**src/hdl/ronh_pkg.sv**
```systemverilog
// Package for the ray versus obstacle nearest-hit unit.
// Types, widths, micro-op table and codes; no dependencies.
`default_nettype none
package ronh_pkg;

  localparam int COORD_W   = 16;
  localparam int SLOT_W    = 4;
  localparam int SLOT_SPAN = 16;
  localparam int OPW       = COORD_W + 2;
  localparam int PROD_W    = 2 * OPW;
  localparam int ACC_W     = PROD_W + 2;
  localparam int LAMBDA_BITS = 15;
  localparam int LEN_W     = 16;
  localparam int DEF_MAX_OBSTACLES = 16;
  localparam logic [LEN_W-1:0] LAMBDA_ONE      = 16'd32768;
  localparam logic [LEN_W-1:0] FULL_LENGTH_RST = 16'd400;
  localparam logic             CFG_IDX_FULL_LENGTH = 1'b0;
  localparam logic             OPC_WRITE = 1'b0;
  localparam logic             OPC_CAST  = 1'b1;

  // input word field offsets
  localparam int IN_DATA_W = 136;
  localparam int OFS_SLOT  = 0;
  localparam int OFS_OX    = 4;
  localparam int OFS_OY    = 20;
  localparam int OFS_OW    = 36;
  localparam int OFS_OH    = 52;
  localparam int OFS_RECT  = 68;
  localparam int OFS_ACT   = 69;
  localparam int OFS_RX    = 70;
  localparam int OFS_RY    = 86;
  localparam int OFS_DX    = 102;
  localparam int OFS_DY    = 118;
  localparam int OUT_DATA_W = 32;

  typedef enum logic [3:0] {
    ST_IDLE, ST_SCAN, ST_LOAD, ST_MUL, ST_DRAIN, ST_NORM, ST_TEST, ST_DIV, ST_FINAL
  } state_t;

  typedef enum logic [2:0] {
    KIND_TOP, KIND_BOTTOM, KIND_LEFT, KIND_RIGHT, KIND_SEG
  } kind_t;

  typedef enum logic [3:0] {
    OP_ZERO, OP_ONE, OP_PX, OP_PY, OP_NB, OP_NR, OP_DX, OP_DY, OP_OW, OP_OH
  } opsel_t;

  typedef struct packed {
    opsel_t opa;
    opsel_t opb;
    logic   neg;
  } uop_t;

  typedef struct packed {
    logic       vld;
    logic [2:0] step;
    logic       neg;
  } mac_ctl_t;

  typedef struct packed {
    logic signed [ACC_W-1:0] n1;
    logic signed [ACC_W-1:0] d1;
    logic signed [ACC_W-1:0] n2;
    logic signed [ACC_W-1:0] d2;
  } cand_t;

  // Steps 0/1 form n1, 2/3 d1, 4/5 n2, 6/7 d2; each as a sum of two products.
  function automatic uop_t uop(kind_t k, logic [2:0] s);
    opsel_t n1s, d1s, pa, pb, qa, qb, da, db;
    uop_t   u;
    n1s = OP_PY; d1s = OP_DY; pa = OP_PX; pb = OP_DY; qa = OP_PY; qb = OP_DX;
    da = OP_DY; db = OP_OW;
    unique case (k)
      KIND_TOP: begin
        n1s = OP_PY; d1s = OP_DY; pa = OP_PX; pb = OP_DY; qa = OP_PY; qb = OP_DX;
        da = OP_DY; db = OP_OW;
      end
      KIND_BOTTOM: begin
        n1s = OP_NB; d1s = OP_DY; pa = OP_PX; pb = OP_DY; qa = OP_NB; qb = OP_DX;
        da = OP_DY; db = OP_OW;
      end
      KIND_LEFT: begin
        n1s = OP_PX; d1s = OP_DX; pa = OP_PY; pb = OP_DX; qa = OP_PX; qb = OP_DY;
        da = OP_DX; db = OP_OH;
      end
      KIND_RIGHT: begin
        n1s = OP_NR; d1s = OP_DX; pa = OP_PY; pb = OP_DX; qa = OP_NR; qb = OP_DY;
        da = OP_DX; db = OP_OH;
      end
      default: begin
      end
    endcase
    u = '{opa: OP_ZERO, opb: OP_ZERO, neg: 1'b0};
    if (k == KIND_SEG) begin
      unique case (s)
        3'd0: u = '{opa: OP_PX, opb: OP_OH, neg: 1'b0};
        3'd1: u = '{opa: OP_PY, opb: OP_OW, neg: 1'b1};
        3'd2: u = '{opa: OP_DX, opb: OP_OH, neg: 1'b0};
        3'd3: u = '{opa: OP_DY, opb: OP_OW, neg: 1'b1};
        3'd4: u = '{opa: OP_DY, opb: OP_PX, neg: 1'b0};
        3'd5: u = '{opa: OP_DX, opb: OP_PY, neg: 1'b1};
        3'd6: u = '{opa: OP_DX, opb: OP_OH, neg: 1'b0};
        3'd7: u = '{opa: OP_DY, opb: OP_OW, neg: 1'b1};
        default: u = '{opa: OP_ZERO, opb: OP_ZERO, neg: 1'b0};
      endcase
    end else begin
      unique case (s)
        3'd0: u = '{opa: n1s, opb: OP_ONE, neg: 1'b0};
        3'd2: u = '{opa: d1s, opb: OP_ONE, neg: 1'b0};
        3'd4: u = '{opa: pa, opb: pb, neg: 1'b1};
        3'd5: u = '{opa: qa, opb: qb, neg: 1'b0};
        3'd6: u = '{opa: da, opb: db, neg: 1'b0};
        default: u = '{opa: OP_ZERO, opb: OP_ZERO, neg: 1'b0};
      endcase
    end
    return u;
  endfunction

endpackage
`default_nettype wire

```
**src/hdl/ronh_div.sv**
```systemverilog
// Restoring fraction divider: floor(num * 2^15 / den) for num < den.
// One quotient bit per cycle. Uses ronh_pkg.
`default_nettype none
module ronh_div (
  input  wire logic                       clk,
  input  wire logic                       rst_n,
  input  wire logic                       start,
  input  wire logic [ronh_pkg::ACC_W-1:0] num,
  input  wire logic [ronh_pkg::ACC_W-1:0] den,
  output logic                            done,
  output logic [ronh_pkg::LAMBDA_BITS-1:0] quo
);
  import ronh_pkg::*;

  logic             busy_r;
  logic [3:0]       cnt_r;
  logic [ACC_W-1:0] rem_r;
  logic [ACC_W-1:0] den_r;
  logic [LAMBDA_BITS-1:0] quo_r;
  logic             done_r;
  logic [ACC_W:0]   rem_sh;
  logic             ge;

  assign rem_sh = {rem_r, 1'b0};
  assign ge     = rem_sh >= {1'b0, den_r};

  always_ff @(posedge clk) begin
    if (!rst_n) begin
      busy_r <= 1'b0;
      done_r <= 1'b0;
      cnt_r  <= '0;
    end else begin
      done_r <= 1'b0;
      if (start) begin
        busy_r <= 1'b1;
        cnt_r  <= '0;
      end else if (busy_r) begin
        cnt_r <= cnt_r + 4'd1;
        if (cnt_r == 4'(LAMBDA_BITS - 1)) begin
          busy_r <= 1'b0;
          done_r <= 1'b1;
        end
      end
    end
  end

  always_ff @(posedge clk) begin
    if (start) begin
      rem_r <= num;
      den_r <= den;
      quo_r <= '0;
    end else if (busy_r) begin
      rem_r <= ge ? ACC_W'(rem_sh - {1'b0, den_r}) : rem_sh[ACC_W-1:0];
      quo_r <= {quo_r[LAMBDA_BITS-2:0], ge};
    end
  end

  assign done = done_r;
  assign quo  = quo_r;
endmodule
`default_nettype wire

```
**src/hdl/ronh_mac.sv**
```systemverilog
// Shared multiply-accumulate unit: one product a cycle, registered, then summed
// in pairs into the four candidate terms. Uses ronh_pkg.
`default_nettype none
module ronh_mac (
  input  wire logic                            clk,
  input  wire logic                            rst_n,
  input  wire ronh_pkg::mac_ctl_t              ctl,
  input  wire logic signed [ronh_pkg::OPW-1:0] opa,
  input  wire logic signed [ronh_pkg::OPW-1:0] opb,
  output ronh_pkg::cand_t                      cand
);
  import ronh_pkg::*;

  logic signed [PROD_W-1:0] prod_r;
  mac_ctl_t                 ctl_r;
  logic signed [ACC_W-1:0]  acc_r;
  logic signed [ACC_W-1:0]  term;
  logic signed [ACC_W-1:0]  sum;
  cand_t                    cand_r;

  assign term = ctl_r.neg ? -ACC_W'(prod_r) : ACC_W'(prod_r);
  assign sum  = acc_r + term;

  always_ff @(posedge clk) begin
    if (!rst_n) begin
      ctl_r <= '0;
    end else begin
      ctl_r <= ctl;
    end
  end

  always_ff @(posedge clk) begin
    prod_r <= opa * opb;
    if (ctl_r.vld) begin
      if (!ctl_r.step[0]) begin
        acc_r <= term;
      end else begin
        unique case (ctl_r.step[2:1])
          2'd0: cand_r.n1 <= sum;
          2'd1: cand_r.d1 <= sum;
          2'd2: cand_r.n2 <= sum;
          2'd3: cand_r.d2 <= sum;
          default: cand_r.n1 <= sum;
        endcase
      end
    end
  end

  assign cand = cand_r;
endmodule
`default_nettype wire

```
**src/hdl/ray_obstacle_nearest_hit_unit.sv**
```systemverilog
// Ray versus obstacle table, nearest hit.
// A cast walks the table: it skips inactive slots, loads each active slot and,
// per tested edge (4 for a rectangle, 1 for a segment), forms the candidate
// terms on the shared multiplier path, normalises and tests them, and runs the
// divider when the test passes; the smallest fraction is issued as the result.
// Synchronous active-low reset clears control and flags and sets full_length to 400.
`default_nettype none
module ray_obstacle_nearest_hit_unit #(
  parameter int MAX_OBSTACLES = ronh_pkg::DEF_MAX_OBSTACLES
) (
  input  wire logic                               clk,
  input  wire logic                               rst_n,
  input  wire logic                               in_tvalid,
  output logic                                    in_tready,
  // slot, obstacle_x, obstacle_y, obstacle_w, obstacle_h, obstacle_is_rect,
  // obstacle_active, ray_origin_x, ray_origin_y, ray_dir_x, ray_dir_y, pad
  input  wire logic [ronh_pkg::IN_DATA_W-1:0]     in_tdata,
  // opcode
  input  wire logic                               in_tuser,
  output logic                                    out_tvalid,
  input  wire logic                               out_tready,
  // hit_fraction, ray_length
  output logic [ronh_pkg::OUT_DATA_W-1:0]         out_tdata,
  // hit
  output logic                                    out_tuser,
  input  wire logic                               cfg_psel,
  input  wire logic                               cfg_penable,
  input  wire logic                               cfg_pwrite,
  input  wire logic [2:0]                         cfg_paddr,
  input  wire logic [31:0]                        cfg_pwdata,
  output logic [31:0]                             cfg_prdata,
  output logic                                    cfg_pready
);
  import ronh_pkg::*;

  localparam int DEPTH = (MAX_OBSTACLES < SLOT_SPAN) ? MAX_OBSTACLES : SLOT_SPAN;
  localparam int IDX_W = (DEPTH > 1) ? $clog2(DEPTH) : 1;
  localparam int CNT_W = $clog2(DEPTH + 1);

  // table: corner/extent in plain registers, flags cleared by reset
  logic signed [COORD_W-1:0] cx_mem [DEPTH];
  logic signed [COORD_W-1:0] cy_mem [DEPTH];
  logic signed [COORD_W-1:0] ew_mem [DEPTH];
  logic signed [COORD_W-1:0] eh_mem [DEPTH];
  logic [DEPTH-1:0]          rect_r;
  logic [DEPTH-1:0]          act_r;

  state_t state_r, state_nxt;
  logic [CNT_W-1:0] idx_r;
  logic [IDX_W-1:0] idx;
  kind_t            kind_r;
  logic [2:0]       step_r;
  logic [LEN_W-1:0] best_r;
  logic [LEN_W-1:0] full_length_r;
  logic signed [COORD_W-1:0] rx_r, ry_r, dx_r, dy_r;
  logic signed [OPW-1:0]     px_r, py_r, nb_r, nr_r, ow_r, oh_r;
  logic signed [ACC_W-1:0]   n1a_r, d1a_r, n2a_r, d2a_r;
  logic                      z1_r, z2_r;
  logic [LEN_W-1:0]          frac_r, len_r;
  logic                      hit_r, out_valid_r;

  logic in_acc, cast_acc, write_acc, cfg_wr, last_kind, pass, out_free, div_start, div_done;
  logic [LAMBDA_BITS-1:0] quo;
  logic signed [OPW-1:0]  opa, opb;
  logic [2*LEN_W-1:0]     len_prod;
  uop_t      u;
  mac_ctl_t  mac_ctl;
  cand_t     cand;
  logic [SLOT_W-1:0] slot;

  assign in_acc    = in_tvalid && in_tready;
  assign cast_acc  = in_acc && (in_tuser == OPC_CAST);
  assign write_acc = in_acc && (in_tuser == OPC_WRITE);
  assign cfg_wr    = cfg_psel && cfg_penable && cfg_pwrite && cfg_pready;
  assign slot      = in_tdata[OFS_SLOT +: SLOT_W];
  assign idx       = idx_r[IDX_W-1:0];
  assign last_kind = (kind_r == KIND_RIGHT) || (kind_r == KIND_SEG);
  assign out_free  = !out_valid_r || out_tready;
  assign pass = !z1_r && !z2_r && !n1a_r[ACC_W-1] && (n1a_r < d1a_r)
             && !n2a_r[ACC_W-1] && (n2a_r <= d2a_r);
  assign u = uop(kind_r, step_r);
  assign len_prod = full_length_r * best_r;

  function automatic logic signed [OPW-1:0] pick(opsel_t s,
      logic signed [OPW-1:0] px, logic signed [OPW-1:0] py, logic signed [OPW-1:0] nb,
      logic signed [OPW-1:0] nr, logic signed [OPW-1:0] ow, logic signed [OPW-1:0] oh,
      logic signed [COORD_W-1:0] dx, logic signed [COORD_W-1:0] dy);
    logic signed [OPW-1:0] v;
    unique case (s)
      OP_ONE:  v = OPW'(1);
      OP_PX:   v = px;
      OP_PY:   v = py;
      OP_NB:   v = nb;
      OP_NR:   v = nr;
      OP_DX:   v = OPW'(dx);
      OP_DY:   v = OPW'(dy);
      OP_OW:   v = ow;
      OP_OH:   v = oh;
      default: v = '0;
    endcase
    return v;
  endfunction

  assign opa = pick(u.opa, px_r, py_r, nb_r, nr_r, ow_r, oh_r, dx_r, dy_r);
  assign opb = pick(u.opb, px_r, py_r, nb_r, nr_r, ow_r, oh_r, dx_r, dy_r);

  ronh_mac u_mac (
    .clk  (clk),
    .rst_n(rst_n),
    .ctl  (mac_ctl),
    .opa  (opa),
    .opb  (opb),
    .cand (cand)
  );

  ronh_div u_div (
    .clk  (clk),
    .rst_n(rst_n),
    .start(div_start),
    .num  (n1a_r),
    .den  (d1a_r),
    .done (div_done),
    .quo  (quo)
  );

  // next state
  always_comb begin
    state_nxt = state_r;
    unique case (state_r)
      ST_IDLE:  if (cast_acc) state_nxt = ST_SCAN;
      ST_SCAN: begin
        if (idx_r == CNT_W'(DEPTH)) begin
          state_nxt = ST_FINAL;
        end else if (act_r[idx]) begin
          state_nxt = ST_LOAD;
        end
      end
      ST_LOAD:  state_nxt = ST_MUL;
      ST_MUL:   if (step_r == 3'd7) state_nxt = ST_DRAIN;
      ST_DRAIN: state_nxt = ST_NORM;
      ST_NORM:  state_nxt = ST_TEST;
      ST_TEST: begin
        if (pass) begin
          state_nxt = ST_DIV;
        end else begin
          state_nxt = last_kind ? ST_SCAN : ST_MUL;
        end
      end
      ST_DIV:   if (div_done) state_nxt = last_kind ? ST_SCAN : ST_MUL;
      ST_FINAL: if (out_free) state_nxt = ST_IDLE;
      default:  state_nxt = ST_IDLE;
    endcase
  end

  // control outputs
  always_comb begin
    in_tready = (state_r == ST_IDLE);
    mac_ctl   = '{vld: (state_r == ST_MUL), step: step_r, neg: u.neg};
    div_start = (state_r == ST_TEST) && pass;
  end

  always_ff @(posedge clk) begin
    if (!rst_n) begin
      state_r <= ST_IDLE;
    end else begin
      state_r <= state_nxt;
    end
  end

  // table writes: ignore slots beyond the table
  always_ff @(posedge clk) begin
    if (!rst_n) begin
      rect_r <= '0;
      act_r  <= '0;
    end else if (write_acc && (9'(slot) < 9'(MAX_OBSTACLES))) begin
      rect_r[slot[IDX_W-1:0]] <= in_tdata[OFS_RECT];
      act_r[slot[IDX_W-1:0]]  <= in_tdata[OFS_ACT];
    end
  end

  always_ff @(posedge clk) begin
    if (write_acc && (9'(slot) < 9'(MAX_OBSTACLES))) begin
      cx_mem[slot[IDX_W-1:0]] <= in_tdata[OFS_OX +: COORD_W];
      cy_mem[slot[IDX_W-1:0]] <= in_tdata[OFS_OY +: COORD_W];
      ew_mem[slot[IDX_W-1:0]] <= in_tdata[OFS_OW +: COORD_W];
      eh_mem[slot[IDX_W-1:0]] <= in_tdata[OFS_OH +: COORD_W];
    end
  end

  // sequencer datapath
  always_ff @(posedge clk) begin
    if (!rst_n) begin
      idx_r  <= '0;
      step_r <= '0;
      kind_r <= KIND_TOP;
      best_r <= LAMBDA_ONE;
    end else begin
      unique case (state_r)
        ST_IDLE: begin
          if (cast_acc) begin
            idx_r  <= '0;
            best_r <= LAMBDA_ONE;
          end
        end
        ST_SCAN: begin
          if (idx_r != CNT_W'(DEPTH) && !act_r[idx]) idx_r <= idx_r + 1'b1;
        end
        ST_LOAD: begin
          idx_r  <= idx_r + 1'b1;
          step_r <= '0;
          kind_r <= rect_r[idx] ? KIND_TOP : KIND_SEG;
        end
        ST_MUL: step_r <= step_r + 3'd1;
        ST_TEST: begin
          if (!pass && !last_kind) begin
            kind_r <= kind_t'(kind_r + 3'd1);
            step_r <= '0;
          end
        end
        ST_DIV: begin
          if (div_done) begin
            if (LEN_W'(quo) < best_r) best_r <= LEN_W'(quo);
            if (!last_kind) begin
              kind_r <= kind_t'(kind_r + 3'd1);
              step_r <= '0;
            end
          end
        end
        default: begin
        end
      endcase
    end
  end

  // ray and obstacle operands, sign normalisation of the candidate
  always_ff @(posedge clk) begin
    if (cast_acc) begin
      rx_r <= in_tdata[OFS_RX +: COORD_W];
      ry_r <= in_tdata[OFS_RY +: COORD_W];
      dx_r <= in_tdata[OFS_DX +: COORD_W];
      dy_r <= in_tdata[OFS_DY +: COORD_W];
    end
    if (state_r == ST_LOAD) begin
      px_r <= OPW'(cx_mem[idx]) - OPW'(rx_r);
      py_r <= OPW'(cy_mem[idx]) - OPW'(ry_r);
      nr_r <= OPW'(cx_mem[idx]) + OPW'(ew_mem[idx]) - OPW'(rx_r);
      nb_r <= OPW'(cy_mem[idx]) + OPW'(eh_mem[idx]) - OPW'(ry_r);
      ow_r <= OPW'(ew_mem[idx]);
      oh_r <= OPW'(eh_mem[idx]);
    end
    if (state_r == ST_NORM) begin
      z1_r  <= (cand.d1 == '0);
      z2_r  <= (cand.d2 == '0);
      n1a_r <= cand.d1[ACC_W-1] ? -cand.n1 : cand.n1;
      d1a_r <= cand.d1[ACC_W-1] ? -cand.d1 : cand.d1;
      n2a_r <= cand.d2[ACC_W-1] ? -cand.n2 : cand.n2;
      d2a_r <= cand.d2[ACC_W-1] ? -cand.d2 : cand.d2;
    end
  end

  // result register: hold until taken, load once the slot is free
  always_ff @(posedge clk) begin
    if (!rst_n) begin
      out_valid_r <= 1'b0;
    end else if (state_r == ST_FINAL && out_free) begin
      out_valid_r <= 1'b1;
    end else if (out_tready) begin
      out_valid_r <= 1'b0;
    end
  end

  always_ff @(posedge clk) begin
    if (state_r == ST_FINAL && out_free) begin
      frac_r <= best_r;
      len_r  <= len_prod[LAMBDA_BITS +: LEN_W];
      hit_r  <= !best_r[LEN_W-1];
    end
  end

  assign out_tvalid = out_valid_r;
  assign out_tdata  = {len_r, frac_r};
  assign out_tuser  = hit_r;

  // configuration port
  always_ff @(posedge clk) begin
    if (!rst_n) begin
      full_length_r <= FULL_LENGTH_RST;
    end else if (cfg_wr && cfg_paddr[2] == CFG_IDX_FULL_LENGTH) begin
      full_length_r <= cfg_pwdata[LEN_W-1:0];
    end
  end

  assign cfg_pready = 1'b1;
  assign cfg_prdata = (cfg_paddr[2] == CFG_IDX_FULL_LENGTH) ? 32'(full_length_r) : '0;

endmodule
`default_nettype wire

```
**config.mk**
```make
export PLATFORM = sky130hd
export DESIGN_NAME = ray_obstacle_nearest_hit_unit
export DESIGN_NICKNAME = d
export VERILOG_FILES = /design/src/hdl/ronh_pkg.sv /design/src/hdl/ronh_div.sv /design/src/hdl/ronh_mac.sv /design/src/hdl/ray_obstacle_nearest_hit_unit.sv
export SDC_FILE = /design/constraint.sdc
export NUM_CORES = 2
export LEC_CHECK = 0
export BUFFER_PORTS_ARGS = -buffer_cell sky130_fd_sc_hd__clkbuf_2
export CAP_MARGIN = 10
export CORE_MARGIN = 2
export CORE_UTILIZATION = 56
export CTS_CLUSTER_DIAMETER = 200
export DETAILED_ROUTE_END_ITERATION = 8
export PLACE_DENSITY = 0.73
export SYNTH_ARGS = -nofsm -noshare
export SYNTH_HDL_FRONTEND = slang
export SYNTH_SLANG_ARGS = --single-unit
```
**constraint.sdc**
```tcl
create_clock -name clk -period 18 [get_ports clk]
set_clock_uncertainty 0.2 [all_clocks]
set_input_delay 1.8 -clock clk [delete_from_list [all_inputs] [get_ports clk]]
set_output_delay 1.8 -clock clk [all_outputs]
set_load 0.1 [all_outputs]
```
==> results_dict.tcl <==
set metrics [dict create \
    synth_most_common_cell "edfxtp_1" \
    swShare_pct 38.4 \
    r2r_cells 31 \
    clkTransAtPathRegs_ns 0.06 \
    grt_max_degree 155 \
    combPwrFrac_pct 44.8 \
    cp_data_required_time_ns 18.50 \
    slowest_stage "o41ai_1" \
    relSlewSlack_pct 3.33 \
    crit_path_frequent_cell "fa_1" \
    antenna_found_initial 18 \
    setup_tns_ns 0 \
    ios 247 \
    hp-start "d1a_r[16]" \
    power.internal_mw 9.99 \
    via_count 59200 \
    grt_use_total_pct 26.5 \
    area_growth_pct 9.93 \
    synth-edff-count 1643 \
    layout.nets 8778 \
    vdd_drop_max_v 0.000170 \
    grt_pass1_wl_um 362000 \
    period_minus_slack_ns 11.45 \
    row_count 154 \
    cts_tree "done" \
    leakagePower_nw 40.8 \
    yosys.area.top_type "edfxtp_1" \
    yosysSeqAreaShare_pct 53.1 \
    numCtsBuffers 179 \
    maxCapViolCount 0 \
    min_to "u_div.den_r[16]" \
    dieWidth_um 424 \
    yosysUniqueCellTypes 84 \
    die_area_sq_mm 0.180 \
    worstMarginPinSlew_ns 1.43 \
    hold-worst-slack_ns 0.243 \
    max_freq_mhz 87.4 \
    gp_congestion 1.03 \
    cts.sinks 1795 \
    synth_top_cell_area_share_pct 50.0 \
    port_buffers 209 \
    reg2reg_setup_slack_ns 6.55 \
    ant_nets 0 \
    async_flop_share_pct 0 \
    die_h_um 424 \
    htreeDepth 4 \
    hold_buffers 0 \
    hpwl_um 159000 \
    drtIter0Drc 5402 \
    synth_common_cells "1643 x edfxtp_1, 1005 x inv_1, 635 x nand2_1" \
    post-place-ws_ns 6.85 \
    core_area_sq_mm 0.176 \
    outcome "complete, no violations" \
    wl_per_cell_um 23.3 \
    drt-pass1-iter-count 7 \
    postCtsResizedCells 0 \
    power_density_mw_per_mm2 150 \
    grt-ovfl-total 0 \
    fin_ws_ns 6.55 \
    hold_depth 0 \
    final_area_sq_mm 0.108 \
    fin_crit_sh_pct 63.6 \
    wl_um 235000 \
    crit_arrival_ns 11.94 \
    synth.area.top_cells "edfxtp_1 50%, fa_1 11%, mux4_2 7.5%" \
    hold_viol 0 \
    post_cts_buffers 0 \
    clockRootBuffer "clkbuf_16" \
    timing.rr.end "u_mac.prod_r[34]" \
    syn_area_sq_mm 0.0986 \
    rsz0062_at_grt "no" \
    crit_path_end_kind "register" \
    cpPeakStageDelay_ns 0.81 \
    cts_buffer_depth 3 \
    initial_core_util_pct 56.2 \
    yosysWarnings 0 \
    place_area_sq_mm 0.103 \
    hp-class "reg -> reg" \
    p_sw_mw 6.24 \
    seqPwrFrac_pct 32.3 \
    detail_route.vias_per_cell 5.86 \
    setup_violations 0 \
    ys_seq_elements 1795 \
    r2r_start "step_r[0]" \
    avgSynthCellArea_sq_um 13.4 \
    postSynthCellCount 7372 \
    grt_pass1_vias 61700 \
    clkPwrFrac_pct 22.9 \
    drive_gt1_share_pct 12.7 \
    slew_violations 0 \
    crit_fanout 18 \
    synth_flop_cell "edfxtp_1" \
    fillers 12900 \
    path_class "reg -> reg" \
    cp-start-kind "register" \
    clock_latency_ns 0.86 \
    drc 0 \
]
[layout make-up]
class                      instances  area (sq um)  share of cell area [%]
inverter                        1006          3780                    3.49
sequential                      1795         52400                    48.3
timing repair buffer             309          1830                    1.68
clock inverter                   119          1240                    1.15
multi-input combinational       4310         41600                    38.4
clock buffer                     215          4610                    4.26
antenna                            8          20.0                  0.0185
tap                             2340          2930                    2.70
[logic make-up (layout without fill, tap and decap cells)]
kind of cell	count (synthesis)	after routing	synth area share, %
DFF	1795	1795	53.1
and+or+nand+nor	1599	1599	7.45
buffers and inverters	1282	1649	4.96
adders and majority gates	998	998	16.9
AOI/OAI and AO/OA	919	919	5.93
muxes	432	432	8.59
xor gates and xnor gates	345	345	3.06
other	2	25	0.00761
[stage by stage]
stage / std cells / utilization (%) / power, mW
after floorplan: 7387 / - / 10.7
after CTS: 10100 / 61.8 / 16.3
after detailed placement: 9757 / 58.4 / 12.5
final: 10100 / 61.8 / 16.2
after global routing: 10100 / 61.8 / 17.3
after global placement: 9757 / 58.4 / 12.3
[metal layers]
metal	up-vias	part of all wire, %	routed length [um]	GRT usage, %
met5	-	0.027	63	0
met4	10	5.1	11900	12.8
met3	572	6.5	15400	4.45
li1	26500	-	-	-
met2	2205	51	121000	46.3
met1	29900	37	87600	32.1
[how the worst max path moves through the flow]
stage	start	end	slack (ns)
finish	step_r[0]	u_mac.prod_r[34]	6.55
global route	step_r[0]	u_mac.prod_r[34]	6.07
CTS	step_r[0]	u_mac.prod_r[34]	6.85
detailed placement	step_r[0]	u_mac.prod_r[34]	6.85
global placement	step_r[0]	u_mac.prod_r[34]	7.08
floorplan	state_r[2]	d1a_r[0]	5.76
[critical path, delay by kind of cell (launching register included)]
kind / cells / cell delay [ns]
adders and majority gates: 8 / 3.84
AOI/OAI and AO/OA: 9 / 3.22
and+or+nand+nor: 7 / 1.91
muxes: 1 / 0.80
buffers and inverters: 5 / 0.79
DFF: 1 / 0.37
xor gates and xnor gates: 1 / 0.18
[power groups by stage]
stage | Sequential (mW) | Clock [mW] | Combinational, mW
floorplan | 5.22 | 0 | 5.45
global placement | 5.32 | 0 | 6.99
detailed placement | 5.33 | 0 | 7.21
CTS | 5.24 | 3.78 | 7.28
global route | 5.26 | 3.93 | 8.14
finish | 5.25 | 3.72 | 7.26
[sequential cells by signal, summed over array words and instances (netlist names), 152 cells and up, named ones only]
name	cells
u_mac.cand	152
ew_mem	256
cx_mem	256
cy_mem	256
eh_mem	256
[cell usage in the layout, fill, tap and decap left out, drive strengths merged, types with 15 or more instances in the layout]
cell / n
edfxtp: 1643
inv: 1015
nand2: 636
fa: 558
ha: 440
clkbuf: 425
nor2: 424
mux4: 330
xnor2: 306
o21ai: 257
a21oi: 232
dfxtp: 152
and2: 110
buf: 99
a21o: 92
mux2i: 86
clkinv: 85
nor3: 65
nor2b: 62
o31ai: 61
or3: 51
nand3: 50
xor2: 39
nand2b: 38
o41ai: 36
and3: 34
nand4: 34
o21a: 33
or4: 28
a211oi: 26
nor4: 22
o21bai: 19
o211ai: 17
conb: 17
a22oi: 16
mux2: 16
or2: 15
a31oi: 15
(Power assumes the default switching activity.)
